$ cat src/hdl/i2c_master_bit_sequencer_assert.svh
// Assertion macros shared by the I2C master bit sequencer modules.
`ifndef I2C_MASTER_BIT_SEQUENCER_ASSERT_SVH
`define I2C_MASTER_BIT_SEQUENCER_ASSERT_SVH

// Same-cycle implication, disabled while in reset.
`define I2CMS_ASSERT_IMP(label, clk, rst, ante, cons, msg) \
  label: assert property (@(posedge clk) disable iff (rst) (ante) |-> (cons)) \
    else $error(msg);

// Next-cycle implication, disabled while in reset.
`define I2CMS_ASSERT_NXT(label, clk, rst, ante, cons, msg) \
  label: assert property (@(posedge clk) disable iff (rst) (ante) |=> (cons)) \
    else $error(msg);

`endif

$ cat src/hdl/i2cms_pkg.sv
// Types, constants and phase decode for the I2C master bit sequencer.
package i2cms_pkg;

  localparam int unsigned QueueDepthDefault = 2;
  localparam logic [15:0] PhaseTicksReset   = 16'd10;

  typedef enum logic [2:0] {
    OP_START = 3'd0,
    OP_STOP  = 3'd1,
    OP_WRITE = 3'd2,
    OP_READ  = 3'd3,
    OP_SACK  = 3'd4,
    OP_DACK  = 3'd5,
    OP_DNACK = 3'd6
  } opcode_t;

  typedef struct packed {
    logic [2:0] opcode;
    logic [7:0] write_data;
    logic [7:0] line_samples;
  } cmd_t;

  typedef struct packed {
    logic       scl_level;
    logic       sda_level;
    logic       last_phase;
    logic [7:0] read_data;
    logic       no_ack;
  } phase_t;

  // Position within a command's run: bit index and phase within the bit
  typedef struct packed {
    logic [2:0] bit_idx;
    logic [1:0] sub;
  } pos_t;

  // Bus levels and end flags for one phase of a command
  function automatic phase_t phase_of(cmd_t c, pos_t p);
    phase_t r;
    logic   b;
    r = '0;
    b = c.write_data[~p.bit_idx];
    case (c.opcode)
      OP_START: begin
        r.scl_level  = (p.sub != 2'd2);
        r.sda_level  = (p.sub == 2'd0);
        r.last_phase = (p.sub == 2'd2);
      end
      OP_STOP: begin
        r.scl_level  = 1'b1;
        r.sda_level  = (p.sub == 2'd1);
        r.last_phase = (p.sub == 2'd1);
      end
      OP_WRITE: begin
        r.scl_level  = (p.sub == 2'd1);
        r.sda_level  = (p.sub == 2'd2 && p.bit_idx == 3'd7) ? 1'b1 : b;
        r.last_phase = (p.sub == 2'd2 && p.bit_idx == 3'd7);
      end
      OP_READ: begin
        r.scl_level  = (p.sub == 2'd0);
        r.sda_level  = 1'b1;
        r.last_phase = (p.sub == 2'd1 && p.bit_idx == 3'd7);
        r.read_data  = r.last_phase ? c.line_samples : 8'd0;
      end
      OP_SACK: begin
        r.scl_level  = (p.sub == 2'd1);
        r.sda_level  = 1'b1;
        r.last_phase = (p.sub == 2'd2);
        r.no_ack     = r.last_phase & c.line_samples[7];
      end
      OP_DACK: begin
        r.scl_level  = (p.sub == 2'd1);
        r.sda_level  = (p.sub == 2'd3);
        r.last_phase = (p.sub == 2'd3);
      end
      OP_DNACK: begin
        r.scl_level  = (p.sub == 2'd1);
        r.sda_level  = 1'b1;
        r.last_phase = (p.sub == 2'd2);
      end
      default: r = '0;
    endcase
    return r;
  endfunction

  // Phase counter step: write bits have three phases, read bits two
  function automatic pos_t pos_step(logic [2:0] opcode, pos_t p);
    pos_t r;
    logic wrap;
    r = p;
    case (opcode)
      OP_WRITE: wrap = (p.sub == 2'd2);
      OP_READ:  wrap = (p.sub == 2'd1);
      default:  wrap = 1'b0;
    endcase
    if (wrap) begin
      r.sub     = 2'd0;
      r.bit_idx = p.bit_idx + 3'd1;
    end else begin
      r.sub = p.sub + 2'd1;
    end
    return r;
  endfunction

endpackage

$ cat src/hdl/i2cms_front.sv
// Command intake: drops unknown opcodes and queues the rest for the sequencer.
module i2cms_front #(
  parameter int unsigned QDEPTH = i2cms_pkg::QueueDepthDefault
) (
  input  logic                clk,
  input  logic                rst,
  input  logic                cmd_valid,
  output logic                cmd_stall,
  input  i2cms_pkg::cmd_t     cmd,
  output logic                q_valid,
  input  logic                q_pop,
  output i2cms_pkg::cmd_t     q_head
);

  localparam int unsigned PtrW = (QDEPTH > 1) ? $clog2(QDEPTH) : 1;
  localparam int unsigned CntW = $clog2(QDEPTH + 1);

  i2cms_pkg::cmd_t mem [QDEPTH];
  logic [PtrW-1:0] wr_ptr;
  logic [PtrW-1:0] rd_ptr;
  logic [CntW-1:0] count;
  logic            accept;
  logic            known;
  logic            push;
  logic            pop;

  // Classify the incoming command
  always_comb begin
    case (cmd.opcode)
      i2cms_pkg::OP_START, i2cms_pkg::OP_STOP, i2cms_pkg::OP_WRITE,
      i2cms_pkg::OP_READ, i2cms_pkg::OP_SACK, i2cms_pkg::OP_DACK,
      i2cms_pkg::OP_DNACK: known = 1'b1;
      default:             known = 1'b0;
    endcase
  end

  assign cmd_stall = (count == CntW'(QDEPTH));
  assign accept    = cmd_valid & ~cmd_stall;
  assign push      = accept & known;
  assign pop       = q_pop & q_valid;
  assign q_valid   = (count != '0);
  assign q_head    = mem[rd_ptr];

  // Queue storage
  always_ff @(posedge clk) begin
    if (push) begin
      mem[wr_ptr] <= cmd;
    end
  end

  // Queue pointers and fill
  always_ff @(posedge clk) begin
    if (rst) begin
      wr_ptr <= '0;
      rd_ptr <= '0;
      count  <= '0;
    end else begin
      if (push) begin
        wr_ptr <= (wr_ptr == PtrW'(QDEPTH - 1)) ? '0 : wr_ptr + PtrW'(1);
      end
      if (pop) begin
        rd_ptr <= (rd_ptr == PtrW'(QDEPTH - 1)) ? '0 : rd_ptr + PtrW'(1);
      end
      count <= count + CntW'(push) - CntW'(pop);
    end
  end

`include "i2c_master_bit_sequencer_assert.svh"

  `I2CMS_ASSERT_IMP(a_fill_bound, clk, rst, 1'b1, count <= CntW'(QDEPTH), "queue overfilled")
  `I2CMS_ASSERT_NXT(a_drop_unknown, clk, rst, accept && !known, count == $past(count) - CntW'($past(pop)), "unknown opcode queued")
  `I2CMS_ASSERT_IMP(a_pop_nonempty, clk, rst, q_pop, q_valid, "pop from empty queue")

endmodule

$ cat src/hdl/i2cms_back.sv
// Phase sequencer: runs each queued command as timed bus phases into an output register.
module i2cms_back (
  input  logic                clk,
  input  logic                rst,
  input  logic [15:0]         phase_ticks,
  input  logic                q_valid,
  output logic                q_pop,
  input  i2cms_pkg::cmd_t     q_head,
  output logic                phase_valid,
  input  logic                phase_stall,
  output i2cms_pkg::phase_t   phase
);

  i2cms_pkg::cmd_t   cur;
  i2cms_pkg::pos_t   pos;
  i2cms_pkg::phase_t nxt_phase;
  logic              busy;
  logic [15:0]       wait_cnt;
  logic              out_free;
  logic              emit;

  assign nxt_phase = i2cms_pkg::phase_of(cur, pos);
  assign out_free  = ~phase_valid | ~phase_stall;
  assign emit      = busy & (wait_cnt == '0) & out_free;
  assign q_pop     = q_valid & (~busy | (emit & nxt_phase.last_phase));

  // Command register and phase position
  always_ff @(posedge clk) begin
    if (rst) begin
      busy <= 1'b0;
      pos  <= '0;
    end else if (q_pop) begin
      busy <= 1'b1;
      pos  <= '0;
    end else if (emit) begin
      busy <= ~nxt_phase.last_phase;
      pos  <= i2cms_pkg::pos_step(cur.opcode, pos);
    end
  end

  always_ff @(posedge clk) begin
    if (q_pop) begin
      cur <= q_head;
    end
  end

  // Phase hold timer
  always_ff @(posedge clk) begin
    if (rst) begin
      wait_cnt <= '0;
    end else if (emit) begin
      wait_cnt <= (phase_ticks == '0) ? '0 : phase_ticks - 16'd1;
    end else if (wait_cnt != '0) begin
      wait_cnt <= wait_cnt - 16'd1;
    end
  end

  // Output register
  always_ff @(posedge clk) begin
    if (rst) begin
      phase_valid <= 1'b0;
    end else if (emit) begin
      phase_valid <= 1'b1;
    end else if (!phase_stall) begin
      phase_valid <= 1'b0;
    end
  end

  always_ff @(posedge clk) begin
    if (emit) begin
      phase <= nxt_phase;
    end
  end

`include "i2c_master_bit_sequencer_assert.svh"

  `I2CMS_ASSERT_NXT(a_load_pos, clk, rst, q_pop, busy && pos == '0, "new command not started at first phase")
  `I2CMS_ASSERT_NXT(a_run_end, clk, rst, emit && nxt_phase.last_phase && !q_pop, !busy, "sequencer busy after last phase")
  `I2CMS_ASSERT_NXT(a_hold, clk, rst, emit && phase_ticks > 16'd1, !emit, "phase not held")

endmodule

$ cat src/hdl/i2c_master_bit_sequencer.sv
// A command beat accepted by an idle sequencer whose hold timer has run out passes
// through the queue and the command register to the output phase register.
// Phase beats are paced by the phase hold timer loaded from phase_ticks and held
// by phase_stall; a write byte runs as 24 phases.
// Commands queue while a run is in progress; opcode 7 is taken and dropped.
// Reset: synchronous, active high; phase_ticks returns to 10, queue empties.
module i2c_master_bit_sequencer #(
  parameter int unsigned QDEPTH = i2cms_pkg::QueueDepthDefault
) (
  input  logic                clk,
  input  logic                rst,
  input  logic                cmd_valid,
  output logic                cmd_stall,
  input  i2cms_pkg::cmd_t     cmd,
  output logic                phase_valid,
  input  logic                phase_stall,
  output i2cms_pkg::phase_t   phase,
  input  logic                cfg_valid,
  output logic                cfg_ready,
  input  logic [15:0]         cfg_data
);

  logic [15:0]     phase_ticks;
  logic            q_valid;
  logic            q_pop;
  i2cms_pkg::cmd_t q_head;

  // Phase length register
  assign cfg_ready = 1'b1;

  always_ff @(posedge clk) begin
    if (rst) begin
      phase_ticks <= i2cms_pkg::PhaseTicksReset;
    end else if (cfg_valid && cfg_ready) begin
      phase_ticks <= cfg_data;
    end
  end

  i2cms_front #(
    .QDEPTH (QDEPTH)
  ) u_front (
    .clk       (clk),
    .rst       (rst),
    .cmd_valid (cmd_valid),
    .cmd_stall (cmd_stall),
    .cmd       (cmd),
    .q_valid   (q_valid),
    .q_pop     (q_pop),
    .q_head    (q_head)
  );

  i2cms_back u_back (
    .clk         (clk),
    .rst         (rst),
    .phase_ticks (phase_ticks),
    .q_valid     (q_valid),
    .q_pop       (q_pop),
    .q_head      (q_head),
    .phase_valid (phase_valid),
    .phase_stall (phase_stall),
    .phase       (phase)
  );

endmodule

$ cat config.mk
export PLATFORM = sky130hd
export DESIGN_NAME = i2c_master_bit_sequencer
export DESIGN_NICKNAME = d
export VERILOG_FILES = /design/src/hdl/i2cms_pkg.sv /design/src/hdl/i2cms_front.sv /design/src/hdl/i2cms_back.sv /design/src/hdl/i2c_master_bit_sequencer.sv
export VERILOG_INCLUDE_DIRS = /design/src /design/src/hdl
export SDC_FILE = /design/constraint.sdc
export NUM_CORES = 1
export LEC_CHECK = 0
export ABC_AREA = 1
export BUFFER_PORTS_ARGS = -buffer_cell sky130_fd_sc_hd__buf_2
export CORE_MARGIN = 2
export CORE_UTILIZATION = 55
export DETAILED_ROUTE_END_ITERATION = 8
export MAX_ROUTING_LAYER = met4
export PLACE_DENSITY = 0.77
export SKIP_CTS_REPAIR_TIMING = 1
export SYNTH_ARGS = -nofsm -noshare
export SYNTH_HDL_FRONTEND = slang
export SYNTH_SLANG_ARGS = --single-unit
export TNS_END_PERCENT = 50
$ cat constraint.sdc
create_clock -name clk -period 7.05 [get_ports clk]
set_input_delay 1.41 -clock clk [delete_from_list [all_inputs] [get_ports clk]]
set_output_delay 1.41 -clock clk [all_outputs]
set_load 0.01 [all_outputs]
Word level (Yosys, flattened, before mapping):

Memory sizes are Yosys's and may differ from the RTL's. A register that Yosys moved wholly into a read port is not among the register bits.
Cells that the tools add are included.

* flip-flop bits (word level): 55
* RAM bits: 38
* bits of input ports: 40
* output and inout bits: 15
* word-level logic and storage cells: 96
* memories kept: 1

* add/subtract/negate cells: 8
* order comparisons: 1
* equal/unequal tests: 19
* muxes and demuxes: 21
* bitwise operators: 16
* reductions and logical operators: 16

Memories
* u_front.mem: depth 2, width 19, rd ports 1, clocked after Yosys merged registers in 1, write ports 1, RTL line i2cms_front.sv:18 `i2cms_pkg::cmd_t mem [QDEPTH];`

Operators with widths (count)
* $mux W16: 3
* $logic_not A16 Y1: 2
* $sub A16 B1 Y16 const B: 2
* $eq A3 B3 Y1 const B: 7
* $pmux W3 S6: 1
* $reduce_bool A16 Y1: 1
* $mux W1: 14
* $eq A3 B2 Y1 const B: 4
* $and A1 B1 Y1: 8
* $reduce_or A7 Y1: 1
* $eq A2 B2 Y1 const B: 3
* $eq A3 B1 Y1 const B: 2
* $logic_not A3 Y1: 2
* $reduce_bool A2 Y1: 3
* $not A1 Y1: 5
* $lt A3 B4 Y1 const B: 1
* $reduce_and A2 Y1: 2
* $reduce_or A2 Y1: 2
* $add A3 B1 Y3 const B: 1
* $bmux W1 S3: 1
* $not A3 Y3: 1
* $add A1 B1 Y1 const B: 2
* $add A2 B1 Y2: 1
* $add A2 B1 Y2 const B: 1
* other kinds (9): 11

Logic depth before layout (Yosys ltp):

Gate-level depths: netlist of the first run.

* word-level depth: 11
* mapped depth: 18

Cells and area by module:

A second synthesis of the first run with hierarchy kept.

* cell total of the unflattened synthesis: 602
* area, all modules: 5574.1 um^2

By module, submodules not included
* i2cms_back: instances 1, cells each 403, area an instance 3220.6 um^2
* i2cms_front: instances 1, cells each 99, area an instance 1685.4 um^2
* i2c_master_bit_sequencer: instances 1, cells each 100, area an instance 668.1 um^2

Worst setup path before layout of the first run:

No wires, ideal clock.

* path type: in2reg
* start point: input phase_stall
* end point: register u_front.count[1]
* library setup time: 0.070 ns
* data arrival time: 3.142 ns
* slack: 3.838 ns
* cell stages on the path: 11
* cell sequence: nand2_1 > nand3_1 > nand2_1 > nand2_1 > inv_1 > ha_1 > inv_1 > ha_1 > xor2_1 > o21ai_0 > a21oi_1

* cells in the longest elaborated chain, start to end: 8

Ends and longest elaborated chain
* start, declared: RTL line i2c_master_bit_sequencer.sv:16 `input logic phase_stall,`
* $not A1 Y1: RTL line i2cms_back.sv:23 `assign out_free = ~phase_valid | ~phase_stall;`
* $or A1 B1 Y1: RTL line i2cms_back.sv:23
* $and A1 B1 Y1: RTL line i2cms_back.sv:24 `assign emit = busy & (wait_cnt == '0) & out_free;`
* $and A1 B1 Y1: RTL line i2cms_back.sv:25 `assign q_pop = q_valid & (~busy | (emit & nxt_phase.last_phase));`
* $or A1 B1 Y1: RTL line i2cms_back.sv:25
* $and A1 B1 Y1: RTL line i2cms_back.sv:25
* via q_pop: RTL line i2c_master_bit_sequencer.sv:25 `logic q_pop;`
* $and A1 B1 Y1: RTL line i2cms_front.sv:40 `assign pop = q_pop & q_valid;`
* $sub A2 B1 Y2: RTL line i2cms_front.sv:64 `count <= count + CntW'(push) - CntW'(pop);`
* end signal, assigned: RTL line i2cms_front.sv:64
* end, declared: RTL line i2cms_front.sv:21 `logic [CntW-1:0] count;`

The timed path passes the listed nets, and every way through them passes these cells.
A chain may end at the register's enable or synchronous reset.

Worst setup path after layout of the first run:

Same ends and word-level chain as after synthesis.

==> key figures, run 1 <==
Power
  • Cell leakage power: roughly 2.4 nW
  • Power density over the cells: 339 mW/mm2
  • VDD IR max: roughly 0.21 mV
  • Post-layout power: slightly below 0.002 W

Synth
  • Syn_nets: about 580
  • Mean Syn Cell Area: just under 10 um2
  • Post-synthesis instance area: 0.00514 mm2
  • Distinct cells, synth: 36
  • Synthesized instance count: between 500 and 600
  • Seq/Total Area, Yosys: 57.1%
  • Number of synthesized flops with an enable pin: 69
  • FFs w/ async S/R, synth: 0%
  • Syn. warnings: 0
  • Ys flop type: edfxtp_1
  • Yosys reg bits: roughly 110

Run
  • # Max-Cap Violations: 0

Timing
  • Fin crit period: 3.23 ns
  • F_max: 310 MHz
  • RSZ-0062 raised after global routing: no
  • Slew margin rel.: 38.7%
  • Skew final: 0.0150 ns
  • Worst-margin pin slew: 0.916 ns
  • Final Hold Viols: 0
  • Setup total negative slack: 0 ns
  • Setup violators final: 0
  • Fin crit share: between 40% and 50%
  • Slew Limit Fails: 0

Critical path
  • Critical path class: input port to register
  • WP data required: 7.35 ns
  • Worst EP arrival: approximately 3.5 ns
  • CP startpoint: phase_stall
  • Worst Reg-to-Reg Cells: 18
  • Crit path max fanout: 20
  • Critical R2R Launch: u_back.wait_cnt[0]
  • Flop2flop setup slack: 4.00 ns
  • Crit path to: u_front.count[1]
  • Reg-to-reg endpoint: u_front.count[1]
  • Critical path endpoint category: register
  • Startpoint Class: input port

Placed design
  • Input/output buffers: 53
  • DP HPWL: 7.22 mm
  • Placed insts: 684
  • Gpl congestion: 0.874

Hold path
  • Worst hold-check path type: register to register

Clock network
  • Cell at the root of the clock tree: clkbuf_8
  • CTS Buf Count: 9
  • CTS clk-pin slew, worst paths: about 0.11 ns
  • Sink Count: roughly 110
  • Clock Latency Late Sink: 0.37 ns
  • CTS tree: built
  • Htree depth: 3
  • Clock buffer depth: 2

Global routing
  • Grt ovf: 0
  • All-Layer GR Usage: 21.3%
  • Vias in the first global route: between 3000 and 4000
  • Initial antenna violation count: 0
  • Largest net degree at the start of global routing: 27
  • First-pass GRT wire length: 16.3 mm

Detailed routing
  • First-pass DRT Iterations: 7
  • WL final: about 9.8 mm
  • DRT iter0 DRCs: between 100 and 150
  • Antenna-violating nets left: 0
  • Via density: between 5 and 6
  • Drt drc: 0
  • Detailed-route via count: 3735
  • Avg WL per Cell: around 14 um

Finish
  • N_diodes: 0
  • Area growth syn-to-layout: 11.2%
  • Post-layout nets: 635
  • Final Util: 62.4%
  • Share of post-route cells with drive strength above 1: 19.0%
  • Fin cells: 700

Floorplan
  • Die Span X: 101 um
  • # IOs: 55
  • Die Span Y: between 100 and 150 um
  • Number of core rows: 35
  • Area of the die: between 0.01 and 0.015 mm2
  • Std-Cell Core Area: about 0.0092 mm2
  • Starting Density: roughly 56%

Status
  • Status: complete, no violations
-- where the power goes --
| part | switching, W | leakage [nW] | internal, W | total [W] |
|---|---|---|---|---|
| logic | 0.000376 | 1.26 | 0.000249 | 0.000625 |
| clock network | 0.000232 | 0.101 | 0.000139 | 0.000371 |
| registers | 0.0000914 | 0.998 | 0.000849 | 0.000940 |
| total | 0.000699 | 2.36 | 0.00124 | 0.00194 |
-- final cells by class --
cell class / count / area [um2]
clock inverter: 7 / 70.1
sequential: 112 / 2930
tap: 111 / 139
inverter: 61 / 229
clock buffer: 9 / 124
multi-input combinational: 345 / 1940
fill: 778 / 3440
timing repair buffer: 55 / 280
-- worst min-delay path by stage --
| stage | start | end | cells past startpoint |
|---|---|---|---|
| floorplan | phase_ticks[1] | phase_ticks[1] | 2 |
| global placement | phase_ticks[14] | phase_ticks[14] | 2 |
| CTS | phase_ticks[2] | phase_ticks[2] | 2 |
| detailed placement | phase_ticks[2] | phase_ticks[2] | 2 |
| global route | phase_ticks[2] | phase_ticks[2] | 2 |
| finish | phase_ticks[2] | phase_ticks[2] | 2 |
-- sequential cells by signal, summed over array words and instances (netlist names) --
name	cells
u_back.phase_valid	1
u_back.cur	19
phase_ticks	16
u_back.pos	5
u_back.wait_cnt	16
u_front.mem	38
u_back.busy	1
u_front.count	2
u_back.phase	12
u_front.rd_ptr	1
u_front.wr_ptr	1
-- metrics by stage --
stage               area [um2]  hold WS [ns]  setup WS (ns)
floorplan                 5140         0.460           3.84
global placement          5520         0.495           3.52
detailed placement        5520         0.503           3.44
CTS                       5710         0.521           3.83
global route              5710         0.547           3.59
finish                    5710         0.517           3.82
-- critical path: stages --
cell,delay (ns)
buf_2,0.10
nand2_1,0.20
nand3_1,0.11
nand2_1,0.12
nand2_1,0.09
inv_1,0.54
ha_1,0.35
inv_1,0.06
ha_1,0.14
xor2_1,0.18
o21ai_0,0.09
a21oi_1,0.14
-- logic make-up after synthesis --
| kind of cell | synth area share, % |
|---|---|
| AND/OR/NAND/NOR | 19.0 |
| flip-flops | 57.1 |
| AO/OA/AOI/OAI | 8.01 |
| buffers and inverters | 5.21 |
| XOR/XNOR | 3.75 |
| multiplexers | 4.16 |
| adder cells (fa/ha/maj) | 2.68 |
| other | 0.0730 |
-- layer usage --
layer	wire length, um	global-route usage (%)	vias up
li1	-	-	1883
met3	317	2.91	22
met2	5070	37.4	89
met5	0	-	-
met1	4150	23.9	1741
met4	284	10.2	0
-- placed cells by master (no fill, tap or decap), types with 2 or more instances in the layout --
cell	n
a21oi_1	33
a31oi_1	2
buf_2	53
buf_4	2
clkbuf_8	9
dfxtp_1	43
edfxtp_1	69
ha_1	11
inv_1	58
inv_2	3
inv_6	2
inv_8	2
mux2_2	19
nand2_1	82
nand2_2	3
nand3_1	34
nand4_1	7
nor2_1	69
nor2_2	8
nor2_4	3
nor3_1	5
o21a_1	5
o21ai_0	30
xnor2_1	5
xor2_1	17
-- cell usage after synthesis, types with 2 or more instances --
cell type / count / area share (%)
nand2_2: 3 / 0.37
a21oi_1: 33 / 3.2
nand4_1: 7 / 0.85
dfxtp_1: 43 / 17
nor3_1: 5 / 0.49
inv_2: 3 / 0.22
xnor2_1: 5 / 0.85
nand3_1: 34 / 3.3
o21ai_0: 30 / 2.9
nor2_4: 3 / 0.66
edfxtp_1: 69 / 40
xor2_1: 17 / 2.9
clkbuf_1: 6 / 0.44
ha_1: 11 / 2.7
o21a_1: 5 / 0.73
a31oi_1: 2 / 0.24
inv_1: 58 / 4.2
nor2_1: 69 / 5.0
mux2_2: 19 / 4.2
nand2_1: 82 / 6.0
nor2_2: 8 / 0.97
(Power assumes the default switching activity.)
==> run 2: changes to the inputs <==
==> constraint.sdc (replaced) <==
create_clock -name clk -period 3.1 [get_ports clk]
set_input_delay 0.62 -clock clk [delete_from_list [all_inputs] [get_ports clk]]
set_output_delay 0.62 -clock clk [all_outputs]
set_load 0.01 [all_outputs]
==> key figures, run 2 (synthesis results as in run 1) <==
Status
  • Status: complete, no violations

Global routing
  • All-Layer GR Usage: 21.3% (-0.030 points)
  • Vias in the first global route: 3663 (+0.91%)
  • Largest net degree at the start of global routing: 27 (unchanged)
  • Initial antenna violation count: 0 (unchanged)
  • Grt ovf: 0 (unchanged)
  • First-pass GRT wire length: 16.3 mm (unchanged)

Detailed routing
  • First-pass DRT Iterations: 4 (-3)
  • Detailed-route via count: 3655 (-2.1%)
  • Drt drc: 0 (unchanged)
  • Avg WL per Cell: 13.7 um (-2.2%)
  • Via density: 5.21 (-2.4%)
  • WL final: 9.63 mm (-1.9%)
  • DRT iter0 DRCs: 119 (-2.5%)
  • Antenna-violating nets left: 0 (unchanged)

Power
  • Sw frac: 36.3% (+0.22 points)
  • Power density over the cells: 774 mW/mm2 (+130%)
  • Sequential cell fraction of total power: 47.9% (-0.6 points)
  • VDD IR max: 0.438 mV (+110%)
  • Psw: 0.00162 W (+130%)
  • Combinational cell fraction of total power: 32.0% (-0.3 points)
  • Clock share of power: 20.1% (+0.9 points)
  • Cell Int Power: 0.00283 W (+130%)
  • Cell leakage power: 2.37 nW (+0.60%)
  • Post-layout power: 0.00445 W (+130%)

Timing
  • Skew final: 0.0118 ns (-0.00325 ns)
  • Setup total negative slack: 0 ns (unchanged)
  • Setup violators final: 0 (unchanged)
  • Slew Limit Fails: 0 (unchanged)
  • Slew margin rel.: 38.9% (+0.15 points)
  • Fin crit period: 2.40 ns
  • Final Hold Viols: 0 (unchanged)
  • F_max: just over 400 MHz
  • Hold Slack: 0.420 ns (-0.0975 ns)
  • Worst-margin pin slew: 0.916 ns (-0.000480 ns)
  • Fin crit share: 77.5%
  • RSZ-0062 raised after global routing: no

Floorplan
  • Area of the die: 0.0101 mm2 (unchanged)
  • # IOs: 55 (unchanged)
  • Die Span X: 101 um (unchanged)
  • Starting Density: 56.1% (unchanged)
  • Die Span Y: 101 um (unchanged)
  • Number of core rows: 35 (unchanged)
  • Std-Cell Core Area: 0.00915 mm2 (unchanged)

Finish
  • Most common cell after layout, fill and taps aside: nand2_1
  • Most frequent cells in the layout: nand2_1 (82), nor2_1 (69), edfxtp_1 (69), inv_1 (58), buf_2 (53)
  • Biggest register: u_front.mem
  • Final Util: 62.8% (+0.44 points)
  • Area growth syn-to-layout: 12.0%
  • Largest regs: u_front.mem (38), u_back.cur (19)
  • N_diodes: 0 (unchanged)
  • Share of post-route cells with drive strength above 1: 19.3% (+0.27 points)
  • Max reg flops: 38 (unchanged)
  • Post-layout nets: 637 (+0.31%)
  • Cell area after layout: 0.00575 mm2 (+0.70%)

Critical path
  • Largest delay contributor family on the critical path: simple AND/OR/NAND/NOR gates
  • Critical R2R Launch: u_back.wait_cnt[0]
  • Slowest stage cell on the critical path: dfxtp_1
  • Startpoint Class: register
  • Critical path class: register to register
  • Worst EP arrival: 2.72 ns (-0.82 ns)
  • Crit path max fanout: 4 (-80%)
  • Critical path endpoint category: register
  • Worst Path Buf+Inv: 4 (+1)
  • WP data required: 3.41 ns (-3.94 ns)
  • Peak per-stage delay on the critical path: 0.34 ns (-0.20 ns)
  • CP startpoint: u_back.wait_cnt[0]
  • Most frequent cell on the critical path: inv_1
  • CP Cell Sequence: inv_1 -> ha_1 -> inv_1 -> nor2_2 -> nand2_2 -> nor2_2 -> nand2_2 -> nor2_1 -> nand3_1 -> nand2_1 -> nand2_1 -> inv_1 -> ha_1 -> inv_1 -> ha_1 -> xor2_1 -> o21ai_0 -> a21oi_1

Run
  • # Max-Cap Violations: 0 (unchanged)

Clock network
  • Sink Count: 112 (unchanged)
  • CTS tree: built
  • Htree depth: 3 (unchanged)
  • Clock Latency Late Sink: 0.38 ns (about the same)
  • CTS clk-pin slew, worst paths: 0.12 ns (about the same)
  • CTS Buf Count: 9 (unchanged)
  • Cell at the root of the clock tree: clkbuf_8
  • Clock buffer depth: 2 (unchanged)

Hold path
  • Worst hold-check path type: input port to register
  • Min-delay src: cmd[5]

Placed design
  • Gpl congestion: 0.915 (+4.7%)
  • Input/output buffers: 53 (unchanged)
  • Post-DP Area: 0.00553 mm2 (+0.27%)
  • DP HPWL: 7.12 mm (-1.5%)
[run 2: cell types whose count changed in the layout (fill, tap and decap cells not counted), sizes merged]
cell | previous run | this run
clkinv | 3 | 4
clkinvlp | 0 | 1
buf | 55 | 57
inv | 65 | 63
[run 2: area by class of cell]
cell class / count / area [um2]
Clock buffer: 9 / 124
Multi-Input combinational cell: 345 / 1940
Clock inverter: 7 / 95.1
Fill cell: 752 / 3400
Tap cell: 111 / 139
Timing Repair Buffer: 57 / 295
Sequential cell: 112 / 2930
Inverter: 61 / 229
[run 2: path summary, 6_finish.rpt]
check / end / slack (ns) / cells past startpoint
min reg2reg: phase_ticks[1] / 0.52 / 2
min: u_front.mem[0][5] / 0.42 / 1
max: u_front.count[1] / 0.70 / 18
max reg2reg: u_front.count[1] / 0.70 / 18
[run 2: power groups by stage]
stage          sequential, W  clock (W)  combinational [W]
3_3_place_gp         0.00216          0            0.00139
3_5_place_dp         0.00217          0            0.00142
5_1_grt              0.00217   0.000978            0.00164
6_report             0.00213   0.000895            0.00142
2_1_floorplan        0.00210          0            0.00116
4_1_cts              0.00214   0.000922            0.00143
[run 2: through the flow]
stage / instances / setup slack, ns
after floorplan: 527 / 0.490
final: 702 / 0.696
after global routing: 702 / 0.337
after CTS: 702 / 0.685
after global placement: 686 / 0.833
after detailed placement: 686 / 0.741
[run 2: routing by layer]
metal | vias to the layer above | global-route usage [%] | share of wire, %
met5 | - | - | 0
met4 | 0 | 8.01 | 1.8
met3 | 15 | 4.30 | 3.4
met2 | 71 | 37.4 | 51
met1 | 1685 | 23.9 | 44
li1 | 1884 | - | -
[run 2: worst register-to-register path: cells and delay by family (launching register included)]
kind | cells | cell delay (ns)
simple gates | 8 | 0.76
buf+inv | 4 | 0.31
compound gates | 2 | 0.23
xor+xnor | 1 | 0.17
flops | 1 | 0.34
fa+ha+maj | 3 | 0.55
